## config.mk

```make
export PLATFORM = sky130hd
export DESIGN_NAME = tcw_seq
export DESIGN_NICKNAME = d
export VERILOG_FILES = /design/src/sv/tcw_pkg.sv /design/src/sv/tcw_seq.sv
export SDC_FILE = /design/constraint.sdc
export NUM_CORES = 1
export LEC_CHECK = 0
export ABC_AREA = 0
export BUFFER_PORTS_ARGS = -buffer_cell sky130_fd_sc_hd__buf_2
export CORE_MARGIN = 1
export CORE_UTILIZATION = 30
export CTS_BUF_LIST = sky130_fd_sc_hd__clkbuf_4 sky130_fd_sc_hd__clkbuf_8 sky130_fd_sc_hd__clkbuf_16
export DETAILED_ROUTE_END_ITERATION = 6
export HOLD_SLACK_MARGIN = 0.12
export PLACE_DENSITY = 0.49
export SLEW_MARGIN = 25
export SYNTH_ARGS = -nofsm -noshare
export SYNTH_HDL_FRONTEND = slang
export SYNTH_SLANG_ARGS = --single-unit
```

## constraint.sdc

```tcl
create_clock -name clock -period 5.59 [get_ports clock]
set_input_delay 1.118 -clock clock [delete_from_list [all_inputs] [get_ports clock]]
set_output_delay 1.118 -clock clock [all_outputs]
set_load 0.02 [all_outputs]
```

## src/sv/tcw_pkg.sv

```systemverilog
// tcw_pkg: screen geometry, cell constants, operation codes and the word
// types shared by the text console writer. Depends on nothing.

package tcw_pkg;

   // Screen geometry
   localparam int ROWS   = 25;
   localparam int COLS   = 80;
   localparam int CELLS  = ROWS * COLS;
   localparam int ROW_W  = $clog2(ROWS);
   localparam int COL_W  = $clog2(COLS);
   localparam int ADDR_W = $clog2(CELLS);
   localparam int CNT_W  = $clog2(CELLS + 1);

   // Cell contents
   localparam int          CHAR_W     = 8;
   localparam logic [7:0]  ATTR_WHITE = 8'h0F;
   localparam logic [7:0]  BLANK_CHAR = 8'h20;
   localparam logic [7:0]  NEWLINE    = 8'h0A;

   typedef enum logic [1:0] {
      OP_STREAM = 2'd0,
      OP_PUT    = 2'd1,
      OP_CLEAR  = 2'd2,
      OP_READ   = 2'd3
   } op_type;

   typedef enum logic [2:0] {
      ST_IDLE,
      ST_EXEC,
      ST_READ,
      ST_COPY,
      ST_BLANK
   } fsm_state_type;

   typedef struct packed {
      op_type      operation;
      logic [7:0]  char_code;
      logic [7:0]  target_row;
      logic [7:0]  target_col;
   } req_type;

   typedef struct packed {
      logic [15:0] cell_value;
      logic [4:0]  cur_row;
      logic [6:0]  cur_col;
      logic        out_of_range;
      logic        scrolled;
   } rsp_type;

   typedef struct packed {
      logic              wr_en;
      logic [ADDR_W-1:0] wr_addr;
      logic [CHAR_W-1:0] wr_data;
      logic              rd_en;
      logic [ADDR_W-1:0] rd_addr;
   } mem_req_type;

   typedef struct packed {
      logic    valid;
      rsp_type word;
   } done_type;

endpackage

```

## src/sv/tcw_seq.sv

```systemverilog
// tcw_seq: operation sequencer of the text console writer. Holds the cursor,
// drives the screen RAM and sweeps it for scroll and clear. Uses tcw_pkg.

module tcw_seq (
   input  logic                         clock,
   input  logic                         reset,
   input  logic                         start,
   input  tcw_pkg::req_type             req_word,
   input  logic [tcw_pkg::CHAR_W-1:0]   rd_data,
   output logic                         busy,
   output tcw_pkg::mem_req_type         mem,
   output tcw_pkg::done_type            done
);

   tcw_pkg::fsm_state_type           state_ff, state_in;
   tcw_pkg::req_type                 req_ff, req_in;
   logic [tcw_pkg::ROW_W-1:0]        row_ff, row_in;
   logic [tcw_pkg::COL_W-1:0]        col_ff, col_in;
   logic [tcw_pkg::CNT_W-1:0]        cnt_ff, cnt_in;
   logic                             scr_ff, scr_in;

   logic [tcw_pkg::ADDR_W-1:0]       cur_addr;
   logic [tcw_pkg::ADDR_W-1:0]       tgt_addr;
   logic                             tgt_inside;
   logic                             is_newline;
   logic                             at_row_end;
   logic                             at_bottom;

   assign cur_addr = tcw_pkg::ADDR_W'(row_ff) * tcw_pkg::ADDR_W'(tcw_pkg::COLS)
                   + tcw_pkg::ADDR_W'(col_ff);
   assign tgt_addr = tcw_pkg::ADDR_W'(req_ff.target_row) * tcw_pkg::ADDR_W'(tcw_pkg::COLS)
                   + tcw_pkg::ADDR_W'(req_ff.target_col);
   assign tgt_inside = (req_ff.target_row < 8'(tcw_pkg::ROWS))
                    && (req_ff.target_col < 8'(tcw_pkg::COLS));
   assign is_newline = (req_ff.char_code == tcw_pkg::NEWLINE);
   assign at_row_end = (col_ff == tcw_pkg::COL_W'(tcw_pkg::COLS - 1));
   assign at_bottom  = (row_ff == tcw_pkg::ROW_W'(tcw_pkg::ROWS - 1));

   always_ff @(posedge clock) begin
      if (reset) begin
         state_ff <= tcw_pkg::ST_IDLE;
         row_ff   <= '0;
         col_ff   <= '0;
         cnt_ff   <= '0;
         scr_ff   <= 1'b0;
      end else begin
         state_ff <= state_in;
         row_ff   <= row_in;
         col_ff   <= col_in;
         cnt_ff   <= cnt_in;
         scr_ff   <= scr_in;
      end
      req_ff <= req_in;
   end

   always_comb begin
      state_in = state_ff;
      req_in   = req_ff;
      row_in   = row_ff;
      col_in   = col_ff;
      cnt_in   = cnt_ff;
      scr_in   = scr_ff;
      mem      = '0;
      done     = '0;
      busy     = (state_ff != tcw_pkg::ST_IDLE);

      unique case (state_ff)
         tcw_pkg::ST_IDLE: begin
            if (start) begin
               req_in   = req_word;
               state_in = tcw_pkg::ST_EXEC;
            end
         end

         tcw_pkg::ST_EXEC: begin
            state_in = tcw_pkg::ST_IDLE;
            unique case (req_ff.operation)
               tcw_pkg::OP_STREAM: begin
                  if (!is_newline) begin
                     mem.wr_en   = 1'b1;
                     mem.wr_addr = cur_addr;
                     mem.wr_data = req_ff.char_code;
                  end
                  if (is_newline || at_row_end) begin
                     col_in = '0;
                     if (at_bottom) begin
                        // cursor stays on the last row; walk the store
                        cnt_in   = '0;
                        scr_in   = 1'b1;
                        state_in = tcw_pkg::ST_COPY;
                     end else begin
                        row_in = row_ff + 1'b1;
                     end
                  end else begin
                     col_in = col_ff + 1'b1;
                  end
                  if (state_in == tcw_pkg::ST_IDLE) begin
                     done.valid = 1'b1;
                  end
               end
               tcw_pkg::OP_PUT: begin
                  mem.wr_en   = tgt_inside;
                  mem.wr_addr = tgt_addr;
                  mem.wr_data = req_ff.char_code;
                  done.valid  = 1'b1;
                  done.word.out_of_range = !tgt_inside;
               end
               tcw_pkg::OP_CLEAR: begin
                  row_in   = '0;
                  col_in   = '0;
                  cnt_in   = '0;
                  scr_in   = 1'b0;
                  state_in = tcw_pkg::ST_BLANK;
               end
               tcw_pkg::OP_READ: begin
                  if (tgt_inside) begin
                     mem.rd_en   = 1'b1;
                     mem.rd_addr = tgt_addr;
                     state_in    = tcw_pkg::ST_READ;
                  end else begin
                     done.valid = 1'b1;
                     done.word.out_of_range = 1'b1;
                  end
               end
               default: begin
                  state_in = tcw_pkg::ST_IDLE;
               end
            endcase
         end

         tcw_pkg::ST_READ: begin
            done.valid           = 1'b1;
            done.word.cell_value = {tcw_pkg::ATTR_WHITE, rd_data};
            state_in             = tcw_pkg::ST_IDLE;
         end

         tcw_pkg::ST_COPY: begin
            // read one row ahead, write the previous read back one row up
            if (cnt_ff != tcw_pkg::CNT_W'(tcw_pkg::CELLS - tcw_pkg::COLS)) begin
               mem.rd_en   = 1'b1;
               mem.rd_addr = tcw_pkg::ADDR_W'(cnt_ff + tcw_pkg::CNT_W'(tcw_pkg::COLS));
               cnt_in      = cnt_ff + 1'b1;
            end else begin
               state_in = tcw_pkg::ST_BLANK;
            end
            if (cnt_ff != '0) begin
               mem.wr_en   = 1'b1;
               mem.wr_addr = tcw_pkg::ADDR_W'(cnt_ff - 1'b1);
               mem.wr_data = rd_data;
            end
         end

         tcw_pkg::ST_BLANK: begin
            mem.wr_en   = 1'b1;
            mem.wr_addr = tcw_pkg::ADDR_W'(cnt_ff);
            mem.wr_data = tcw_pkg::BLANK_CHAR;
            if (cnt_ff == tcw_pkg::CNT_W'(tcw_pkg::CELLS - 1)) begin
               done.valid         = 1'b1;
               done.word.scrolled = scr_ff;
               state_in           = tcw_pkg::ST_IDLE;
            end else begin
               cnt_in = cnt_ff + 1'b1;
            end
         end

         default: begin
            state_in = tcw_pkg::ST_IDLE;
         end
      endcase

      done.word.cur_row = 5'(row_in);
      done.word.cur_col = 7'(col_in);
   end

endmodule

```

# [Word level (Yosys, flattened, before mapping)]
# Index checks and enable logic that the tools add are counted.
[word_totals] out_inout_bits=64 wordCells=100 register_bits=53
[classes] mux=44 eq_ne=22 n_reduce_logical=14 magnitude_cmp=2 mul=2 n_addsub=7
[ops] operator="case mux 20 bit (3 select lines)" n=1
[ops] operator="2-to-1 mux 12 bit" n=4
[ops] operator="2-to-1 mux 11 bit" n=4
[ops] operator="2-to-1 mux 20 bit" n=2
[ops] operator="case mux 20 bit (2 select lines)" n=1
[ops] operator="case mux 11 bit (3 select lines)" n=1
[ops] operator="case mux 12 bit (2 select lines)" n=1
[ops] operator="case mux 11 bit (2 select lines)" n=1
[ops] operator="2-to-1 mux 3 bit" n=5
[ops] operator="2-to-1 mux 5 bit" n=3
[ops] operator="2-to-1 mux 7 bit" n=2
[ops] operator="inequality test 2 bit, second input constant" n=7
[ops] operator="case mux 7 bit (2 select lines)" n=1
[ops] operator="case mux 3 bit (4 select lines)" n=1
[ops] operator="adder 11 x 1 -> 11 bit, second input constant" n=1
[ops] operator="adder 11 x 7 -> 11 bit" n=1
[ops] operator="adder 11 x 7 -> 11 bit, second input constant" n=1
[ops] operator="adder 11 x 8 -> 11 bit" n=1
[ops] operator="== test 11 bit, second input constant" n=1
[ops] operator="inequality test 11 bit, second input constant" n=1
[ops] operator="nonzero test 11 bit" n=1
[ops] operator="subtractor 11 x 1 -> 11 bit, second input constant" n=1
[ops] operator="case mux 5 bit (2 select lines)" n=1
[ops] operator="case mux 3 bit (3 select lines)" n=1
[ops] operator="other kinds (31)" n=47

# [Logic depth before layout (Yosys ltp)]
# Gate-level depths: netlist of run 1.
[depth] ltp_word=9 ltp_mapped=9 ltp_nobuf=9

# [Worst setup path after synthesis of run 1]
# OpenSTA, ideal clock, no wires.
[synth_timing] path_kind="register to output" start="register req_ff[9] (netlist bit)" end="output port mem[29] (netlist bit)" arrival_ns=2.625 path_slack_ns=1.847 required_ns=4.472 path_stages_with_launch=8 cell_sequence="edfxtp_1 ha_1 ha_1 inv_1 fa_1 o21bai_1 xnor2_1 o311ai_0"
[synth_rtl] element="from (decl)" line="tcw_seq.sv:16" text="tcw_pkg::req_type req_ff, req_in;"
[synth_rtl] element="from (signal assigned)" line="tcw_seq.sv:53" text="req_ff <= req_in;"
[synth_rtl] element="to (decl)" line="tcw_seq.sv:11" text="output tcw_pkg::mem_req_type mem,"

==> results of run 1 <==
[registers in the layout, indices dropped and copies added (netlist names)]
signal	flops
col_ff	7
row_ff	5
cnt_ff	11
scr_ff	1
state_ff	3
req_ff	26
[worst max-delay path: stages, from the launching register on]
cell and delay, ps:
edfxtp_1 470, ha_1 330, ha_1 210, inv_1 60, fa_1 450, or3_1 400, xnor2_1 140, or3_1 340
nand4_1 110, buf_2 180
[area by class of cell]
type	instances	area, sq um	share of cell area, %
tap	172	215	4.54
inverter	16	60.1	1.27
multi-input combinational	353	2470	52.2
clock buffer	5	125	2.64
timing repair buffer	102	526	11.1
sequential	53	1320	27.9
clock inverter	3	21.3	0.449
[metrics by stage]
step                cell area, sq um  setup slack (ps)
floorplan                       4010              1850
global placement                4590              1810
detailed placement              4590              1780
global route                    4740              1300
finish                          4740              1470
CTS                             4740              1460
[how the worst max path moves through the flow]
| stage | cells past startpoint | slack [ps] | to |
|---|---|---|---|
| 2_1_floorplan | 7 | 1850 | mem[29] |
| 3_3_place_gp | 9 | 1810 | mem[30] |
| 3_5_place_dp | 9 | 1780 | mem[30] |
| 4_1_cts | 9 | 1460 | mem[30] |
| 5_1_grt | 8 | 1300 | mem[4] |
| 6_report | 9 | 1470 | mem[30] |
[per-layer routing]
metal / track usage, % / part of all wire, %
met5: 0 / 0
met4: 3.21 / 1.1
met3: 3.97 / 7.0
met2: 27.0 / 44
met1: 25.1 / 48
[synthesized netlist by cell type (3+ instances only)]
master    number
nor3b_1        5
nand3_1       17
a22oi_1        9
o22ai_1        8
nand2_1       35
or4_1          3
nor4_1         6
and2_1        10
a21oi_1       26
a22o_1        11
or3_1          6
a21o_1        11
xnor2_1       11
xor2_1         9
buf_2          4
clkbuf_1      17
inv_1         16
nand4_1        4
a31oi_1        3
dfxtp_1       27
nor3_1        10
a221o_1        3
o31ai_1        5
fa_1           4
o21ai_0       30
buf_4          8
ha_1          29
nor2b_1       11
nor2_1        24
and3_1         8
nand3b_1       3
edfxtp_1      26
[power groups by stage]
| stage | Combinational [mW] | Sequential [mW] | Clock (mW) |
|---|---|---|---|
| 3_3_place_gp | 0.204 | 0.460 | 0 |
| 3_5_place_dp | 0.207 | 0.460 | 0 |
| 4_1_cts | 0.208 | 0.451 | 0.332 |
| 5_1_grt | 0.230 | 0.454 | 0.347 |
| 6_report | 0.208 | 0.451 | 0.324 |
| 2_1_floorplan | 0.153 | 0.449 | 0 |
[cell families after synthesis]
family / after synthesis
other cells: 1
compound gates: 135
simple gates: 159
mux: 1
flops: 53
xor+xnor: 21
buf+inv: 47
fa+ha+maj: 33
==> metrics.txt, run 1 <==
status=finished, final reports clean; RSZ-0062 raised after global routing=no; area leader, netlist=edfxtp_1; Final ANT Viol Nets=0; Synth Instances=450; Worst Path Max Fanout=4; Clock Power Share=32.9%; diode count=0; clk_skew=6.02 ps; Int Power=680 uW; Clock H-tree levels=2; Synth Area in Simple Gates=22.2%; Initial DRC Count=335; post-CTS setup buffer count=0; Max Slew Vio Count=0; Filler Cell Count=1,370; post-synthesis compound-gate area fraction=22.8%; Top FF cell, synth=dfxtp_1; PwrDens=207 nW/um^2; switching power share of the total=30.8%; clk slew on worst S/H paths=80 ps; Min-Delay Path Class=reg2reg; EDFF count, synth=26; Initial Util=31.2%; startpoint class of the critical path=register; Final Cycle Share=73.7%; min Tclk post-route=4120 ps; Final Core Density=37.0%; Yosys reg bits=53; Die W=117 um; core area=12,800 sq um; drt first pass iters=4; Mapped Area=4000 sq um; WHS Path Cells=2; layout cells sized above 1=23.5%; Comb power frac=21.2%; crit path from=req_ff[9]; Clk Tree Root Cell=clkbuf_16; total power=983 uW; hold buffer count at CTS=0; CP arrival=3000 ps; Synth Area in Adders=11.1%; Rows=41; Slew @ Worst Pin=1020 ps; Max rail drop VDD=0.109 mV; library cells used by synthesis=70; post-DR wirelength/cell=17.3 um; reg2reg setup slack=3070 ps; Critical R2R Launch=cnt_ff[0]; Area contributors post-synth=edfxtp_1 (20%), dfxtp_1 (14%), ha_1 (9.1%); HP Start=scr_ff; DP Wirelength=9.44 mm; combinational family with the most area after synthesis=compound AO/OA/AOI/OAI gates; Syn-to-layout area delta=18.5%; Leak Pwr=2.15 nW; fmax=243 MHz; Reg power frac=45.9%; worst r2r dst=cnt_ff[2]; Hold Slack=514 ps; Final nets=601; Setup CP Type=reg2out; Die Height=117 um; clk sink count=53; initial antenna violation count=0; most frequent cells in the layout=buf_2 (96), nand2_1 (35), o21ai_0 (30); gr usage total=17.5%; mux cell area share after synthesis=0.250%; asr flop ratio synth=0%; commonest non-fill, non-tap cell in the layout=buf_2; Top Ports=101; number of remaining DRC errors=0; clk_lat worst skew=300 ps; syn avg cell area=8.89 sq um; detailed-route vias per instance=5.35; MaxCap Viol Count=0; Final Routed Wirelength=12.2 mm; Cells after DPL=696; Synth top area share=19.5%; number of port buffers=96; sequential element share of the synthesized area=33.0%; vias=3,769; Final Setup Violations=0; Final Hold Vio Count=0; YS warnings=0; cells on worst reg2reg path=8; Slew HR=31.5%; Psw=302 uW; CP endpoint kind=primary output; die area=13,800 sq um; largest net degree at the start of global routing=27; Bufs on Longest Clock Path=2; hold endpoint=scr_ff; Num CTS Buffers=5; final cell count without fillers=704; vias in the first global route=3,672; global-route wire length before repair=19.5 mm; gpl congestion=0.837; worst path required time=4470 ps; TritonCTS clock tree=done; post-CTS sizing=0; GRT overflow=0; TNS Setup=0 ps; Post-Synth XOR/XNOR Area=4.97%
Power figures use the tool's default switching activity.
==> run 2: changes to the inputs <==
clock period = 4.2 ns   (was 5.59 ns; I/O delays follow)
==> run 2 against run 1 <==
Net effect: via count rose by 1.1%; sequential power rose by 33%; cell count rose by 0.71%; register-to-register slack got worse by 1300 ps; combinational power rose by 35%; clock skew rose by 0.69 ps; design area rose by 0.79%; first-iteration DRC count fell by 32%; critical path type unchanged; largest power group unchanged; highest routed layer unchanged.
==> metrics.txt, run 2 (synthesis gave the netlist of run 1 again) <==
post-CTS setup buffer count=0 (unchanged); DP Wirelength=9.50 mm (was 9.44 mm); Int Power=908 uW (was 680 uW); Clk Tree Root Cell=clkbuf_16 (unchanged); Clock H-tree levels=2 (unchanged); PwrDens=275 nW/um^2 (was 207 nW/um^2); commonest non-fill, non-tap cell in the layout=buf_2 (unchanged); GR met2 Demand/Resource=27.6% (was 27.0%); RSZ-0062 raised after global routing=no (unchanged); Critical Path End=mem[30] (unchanged); Final Hold Vio Count=0 (unchanged); max reg flops=26 (unchanged); min Tclk post-route=3880 ps; startpoint class of the critical path=register (unchanged); Final nets=606 (was 601); pre-CTS setup slack=654 ps (was 1780 ps); TritonCTS clock tree=done (unchanged); status=finished, final reports clean (unchanged); Setup CP Type=reg2out (unchanged); Critical R2R Launch=state_ff[2] (was cnt_ff[0]); Reg power frac=45.7% (was 45.9%); Final Core Density=37.3% (was 37.0%); drt first pass iters=5 (was 4); Design Area, Final=4780 sq um (was 4740 sq um); Final Setup Violations=0 (unchanged); CP max stage delay=460 ps (was 470 ps); largest net degree at the start of global routing=27 (unchanged); diode count=0 (unchanged); core area=12,800 sq um (unchanged); worst setup slack after layout=323 ps (was 1470 ps); Cells after DPL=701 (was 696); Rows=41 (unchanged); vias=3,809 (was 3,769); gpl congestion=0.904 (was 0.837); GRT overflow=0 (unchanged); most frequent cells in the layout=buf_2 (96), nand2_1 (35), o21ai_0 (30) (unchanged); Slew @ Worst Pin=692 ps (was 1020 ps); FF+latch area=1320 sq um (unchanged); Num CTS Buffers=5 (unchanged); Worst Path Buf+Inv=2 (unchanged); Die W=117 um (unchanged); met1 Track Usage GR=24.8% (was 25.1%); switching power share of the total=30.9% (was 30.8%); Largest Register=req_ff (unchanged); global-route wire length before repair=19.4 mm (was 19.5 mm); Top Ports=101 (unchanged); Final Routed Wirelength=12.2 mm (about the same); reg2reg setup slack=1740 ps (was 3070 ps); clk sink count=53 (unchanged); critical path's slowest cell=edfxtp_1 (unchanged); dpl cell area=4630 sq um (was 4590 sq um); number of port buffers=96 (unchanged); Worst Path Max Fanout=4 (unchanged); worst path required time=3360 ps (was 4470 ps); Top delay family on crit path=adder cells (unchanged); Min-Delay Path Class=reg2reg (unchanged); die area=13,800 sq um (unchanged); CP endpoint kind=primary output (unchanged); sequence of cells on the critical path=ha_1 -> ha_1 -> inv_1 -> fa_1 -> or3_1 -> xnor2_1 -> or3_1 -> nand4_1 -> buf_2 (unchanged); hold buffer count at CTS=0 (unchanged); initial antenna violation count=0 (unchanged); top flop regs=req_ff x26, cnt_ff x11, col_ff x7 (unchanged); Clock Power Share=32.9% (about the same); layout cells sized above 1=24.2% (was 23.5%); Max rail drop VDD=0.155 mV (was 0.109 mV); crit path from=req_ff[9] (unchanged); Leak Pwr=2.17 nW (was 2.15 nW); Final Cycle Share=92.3%; worst r2r dst=cnt_ff[6] (was cnt_ff[2]); M3 GR Usage=3.49% (was 3.97%); clk slew on worst S/H paths=80 ps (about the same); final cell count without fillers=709 (was 704); MaxCap Viol Count=0 (unchanged); Max Slew Vio Count=0 (unchanged); gr usage total=17.6% (was 17.5%); Slew HR=53.5% (was 31.5%); WHS Path Cells=2 (unchanged); clk_skew=6.71 ps (was 6.02 ps); Initial Util=31.2% (unchanged); vias in the first global route=3,674 (was 3,672); CP arrival=3040 ps (was 3000 ps); clk_lat worst skew=300 ps (about the same); TNS Setup=0 ps (unchanged); Final ANT Viol Nets=0 (unchanged); number of remaining DRC errors=0 (unchanged); Filler Cell Count=1,386 (was 1,370); grt peak-use layer=met2 (unchanged); Die Height=117 um (unchanged); cells on worst reg2reg path=5 (was 8); area of the multi-input gates=2470 sq um (unchanged); post-CTS sizing=0 (unchanged); detailed-route vias per instance=5.37 (was 5.35); fmax=258 MHz; Comb power frac=21.4% (was 21.2%); Syn-to-layout area delta=19.4% (was 18.5%); post-DR wirelength/cell=17.3 um (about the same); CP Depth=9 (unchanged); Psw=407 uW (was 302 uW); Bufs on Longest Clock Path=2 (unchanged); Initial DRC Count=228 (was 335)
==> run 2: cell type report <==
class,count,area share [%]
clock buffers,5,2.62
clock inverters,3,0.445
multi-input cells,353,51.7
flip-flops and latches,53,27.7
inverters,16,1.26
repair buffers,107,11.8
well taps,172,4.50
==> run 2: power groups by stage <==
stage	clock network [mW]	registers, mW	logic, mW
floorplan	0	0.597	0.204
global placement	0	0.612	0.276
detailed placement	0	0.611	0.279
CTS	0.444	0.600	0.281
global route	0.463	0.604	0.311
finish	0.433	0.600	0.281
==> run 2: tightest hold or removal path: stages (launching register included) <==
cell	delay (ps)
dfxtp_1	330
nor2_1	100
a211oi_1	60
==> run 2: how the worst min path moves through the flow <==
stage	start	endpoint	slack, ps
after floorplan	scr_ff	scr_ff	470
after global placement	scr_ff	scr_ff	500
after detailed placement	scr_ff	scr_ff	520
after CTS	scr_ff	scr_ff	530
after global routing	scr_ff	scr_ff	550
final	scr_ff	scr_ff	530
==> run 2: metrics by stage <==
step                      total power, mW  hold WS (ps)
after floorplan                     0.802           474
after global placement              0.888           505
after detailed placement            0.890           520
after CTS                            1.32           531
after global routing                 1.38           549
final                                1.31           530
==> run 2: layer usage <==
metal	part of all wire, %	wire length, um	vias to the layer above
li1	-	-	1844
met1	48	5870	1811
met2	45	5500	140
met3	5.9	720	14
met4	1.3	156	0
met5	0	0	-
==> run 3: changes to the inputs <==
==> constraint.sdc (replaced) <==
create_clock -name clock -period 4.2 [get_ports clock]
set_input_delay 0.42 -clock clock [delete_from_list [all_inputs] [get_ports clock]]
set_output_delay 0.42 -clock clock [all_outputs]
set_load 0.02 [all_outputs]
==> run 3 against run 2 <==
Net effect: register-to-register slack worse by 30 ps; cell count is 0.56% lower; wire length is 1.6% higher; sequential share of layout area is 0.058 points higher; non-clock buffer count is 4 lower; largest cell class unchanged.
==> metrics.txt, run 3 (synthesis gave the netlist of run 1 again) <==
status=finished, final reports clean (unchanged); TritonCTS clock tree=done (unchanged); max reg flops=26 (unchanged); Setup CP Type=reg2out (unchanged); drt first pass iters=5 (unchanged); layout cells sized above 1=23.5% (was 24.2%); Final Routed Wirelength=12.4 mm (was 12.2 mm); Clk Tree Root Cell=clkbuf_16 (unchanged); CP arrival=3010 ps (was 3040 ps); crit path from=req_ff[9] (unchanged); startpoint class of the critical path=register (unchanged); critical path's slowest cell=edfxtp_1 (unchanged); gpl congestion=0.871 (was 0.904); post-CTS setup buffer count=0 (unchanged); cells on worst reg2reg path=8 (was 5); hold buffer count at CTS=0 (unchanged); die area=13,800 sq um (unchanged); worst path required time=3780 ps (was 3360 ps); min Tclk post-route=3430 ps (was 3880 ps); Critical R2R Launch=cnt_ff[0] (was state_ff[2]); gr usage total=17.6% (about the same); core area=12,800 sq um (unchanged); Largest Register=req_ff (unchanged); post-DR wirelength/cell=17.6 um (was 17.3 um); diode count=0 (unchanged); reg2reg setup slack=1710 ps (was 1740 ps); CP max stage delay=460 ps (about the same); Final Hold Vio Count=0 (unchanged); Max Slew Vio Count=0 (unchanged); clk_skew=7.38 ps (was 6.71 ps); fmax=291 MHz (was 258 MHz); Worst Path Max Fanout=4 (unchanged); MaxCap Viol Count=0 (unchanged); most frequent cells in the layout=buf_2 (96), nand2_1 (35), o21ai_0 (30) (unchanged); Worst Path Buf+Inv=2 (unchanged); Die Height=117 um (unchanged); detailed-route vias per instance=5.38 (was 5.37); Top delay family on crit path=adder cells (unchanged); DP Wirelength=9.66 mm (was 9.50 mm); Initial Util=31.2% (unchanged); Slew HR=53.3% (was 53.5%); post-CTS sizing=0 (unchanged); initial antenna violation count=0 (unchanged); number of port buffers=96 (unchanged); RSZ-0062 raised after global routing=no (unchanged); WHS Path Cells=1 (was 2); GRT overflow=0 (unchanged); CP endpoint kind=primary output (unchanged); Top Ports=101 (unchanged); PwrDens=287 nW/um^2 (was 275 nW/um^2); largest net degree at the start of global routing=27 (unchanged); commonest non-fill, non-tap cell in the layout=buf_2 (unchanged); Bufs on Longest Clock Path=2 (unchanged); Slew @ Worst Pin=698 ps (was 692 ps); Initial DRC Count=306 (was 228); clk sink count=53 (unchanged); Rows=41 (unchanged); Final nets=602 (was 606); clk_lat worst skew=300 ps (about the same); Syn-to-layout area delta=19.2% (was 19.4%); pre-CTS setup slack=1090 ps (was 654 ps); Min-Delay Path Class=in2reg (was reg2reg); Die W=117 um (unchanged); clk slew on worst S/H paths=80 ps (about the same); Final Cycle Share=81.8% (was 92.3%); Final ANT Viol Nets=0 (unchanged); Critical Path End=mem[30] (unchanged); TNS Setup=0 ps (unchanged); sequence of cells on the critical path=ha_1 -> ha_1 -> inv_1 -> fa_1 -> or3_1 -> xnor2_1 -> or3_1 -> nand4_1 -> buf_2 (unchanged); Final Setup Violations=0 (unchanged); global-route wire length before repair=19.4 mm (about the same); Clock H-tree levels=2 (unchanged); top flop regs=req_ff x26, cnt_ff x11, col_ff x7 (unchanged); worst setup slack after layout=765 ps (was 323 ps); vias=3,791 (was 3,809); vias in the first global route=3,652 (was 3,674); Num CTS Buffers=5 (unchanged); worst r2r dst=cnt_ff[2] (was cnt_ff[6]); Max rail drop VDD=0.172 mV (was 0.155 mV); number of remaining DRC errors=0 (unchanged); CP Depth=9 (unchanged); Leak Pwr=2.16 nW (was 2.17 nW)
[run 3: worst reg2reg max path, cell delays in order (launching register included)]
cell     delay (ps)
dfxtp_1         480
inv_1           150
ha_1            230
nor3b_1         150
and4b_1         250
o21ai_2         300
o221a_2         330
nor2_2          120
a221o_1         380
[run 3: worst min-delay path by stage]
stage | from | to | slack, ps
2_1_floorplan | scr_ff | scr_ff | 470
3_3_place_gp | scr_ff | scr_ff | 510
3_5_place_dp | scr_ff | scr_ff | 510
6_report | req_word[0] | req_ff[0] | 290
5_1_grt | req_word[0] | req_ff[0] | 290
4_1_cts | req_word[0] | req_ff[0] | 290
[run 3: cell type report]
type                       instances  area, sq um
fill                            1373         8060
multi-input combinational        353         2470
sequential                        53         1320
timing repair buffer             103          533
tap                              172          215
clock buffer                       6          133
inverter                          16         60.1
clock inverter                     2         33.8
[run 3: where the power goes]
part | internal (mW) | switching, mW
Combinational | 0.110 | 0.171
Sequential | 0.574 | 0.0262
Clock | 0.287 | 0.201
Total | 0.971 | 0.398
[run 3: per-stage QoR]
| stage | power, mW | area (sq um) | hold slack, ps | cells | util (%) |
|---|---|---|---|---|---|
| finish | 1.37 | 4770 | 291 | 705 | 37.2 |
| global route | 1.42 | 4770 | 286 | 705 | 37.2 |
| CTS | 1.38 | 4760 | 286 | 705 | 37.1 |
| detailed placement | 0.891 | 4600 | 509 | 697 | 35.8 |
| global placement | 0.886 | 4600 | 505 | 697 | 35.8 |
| floorplan | 0.802 | 4010 | 474 | 453 | - |
[run 3: per-layer routing]
| layer | routed length [um] | track usage (%) | part of all wire [%] | vias up |
|---|---|---|---|---|
| met3 | 747 | 3.88 | 6.0 | 7 |
| met4 | 83 | 3.61 | 0.67 | 0 |
| li1 | - | - | - | 1831 |
| met5 | 0 | 0 | 0 | - |
| met2 | 5700 | 28.0 | 46 | 144 |
| met1 | 5910 | 24.5 | 48 | 1809 |
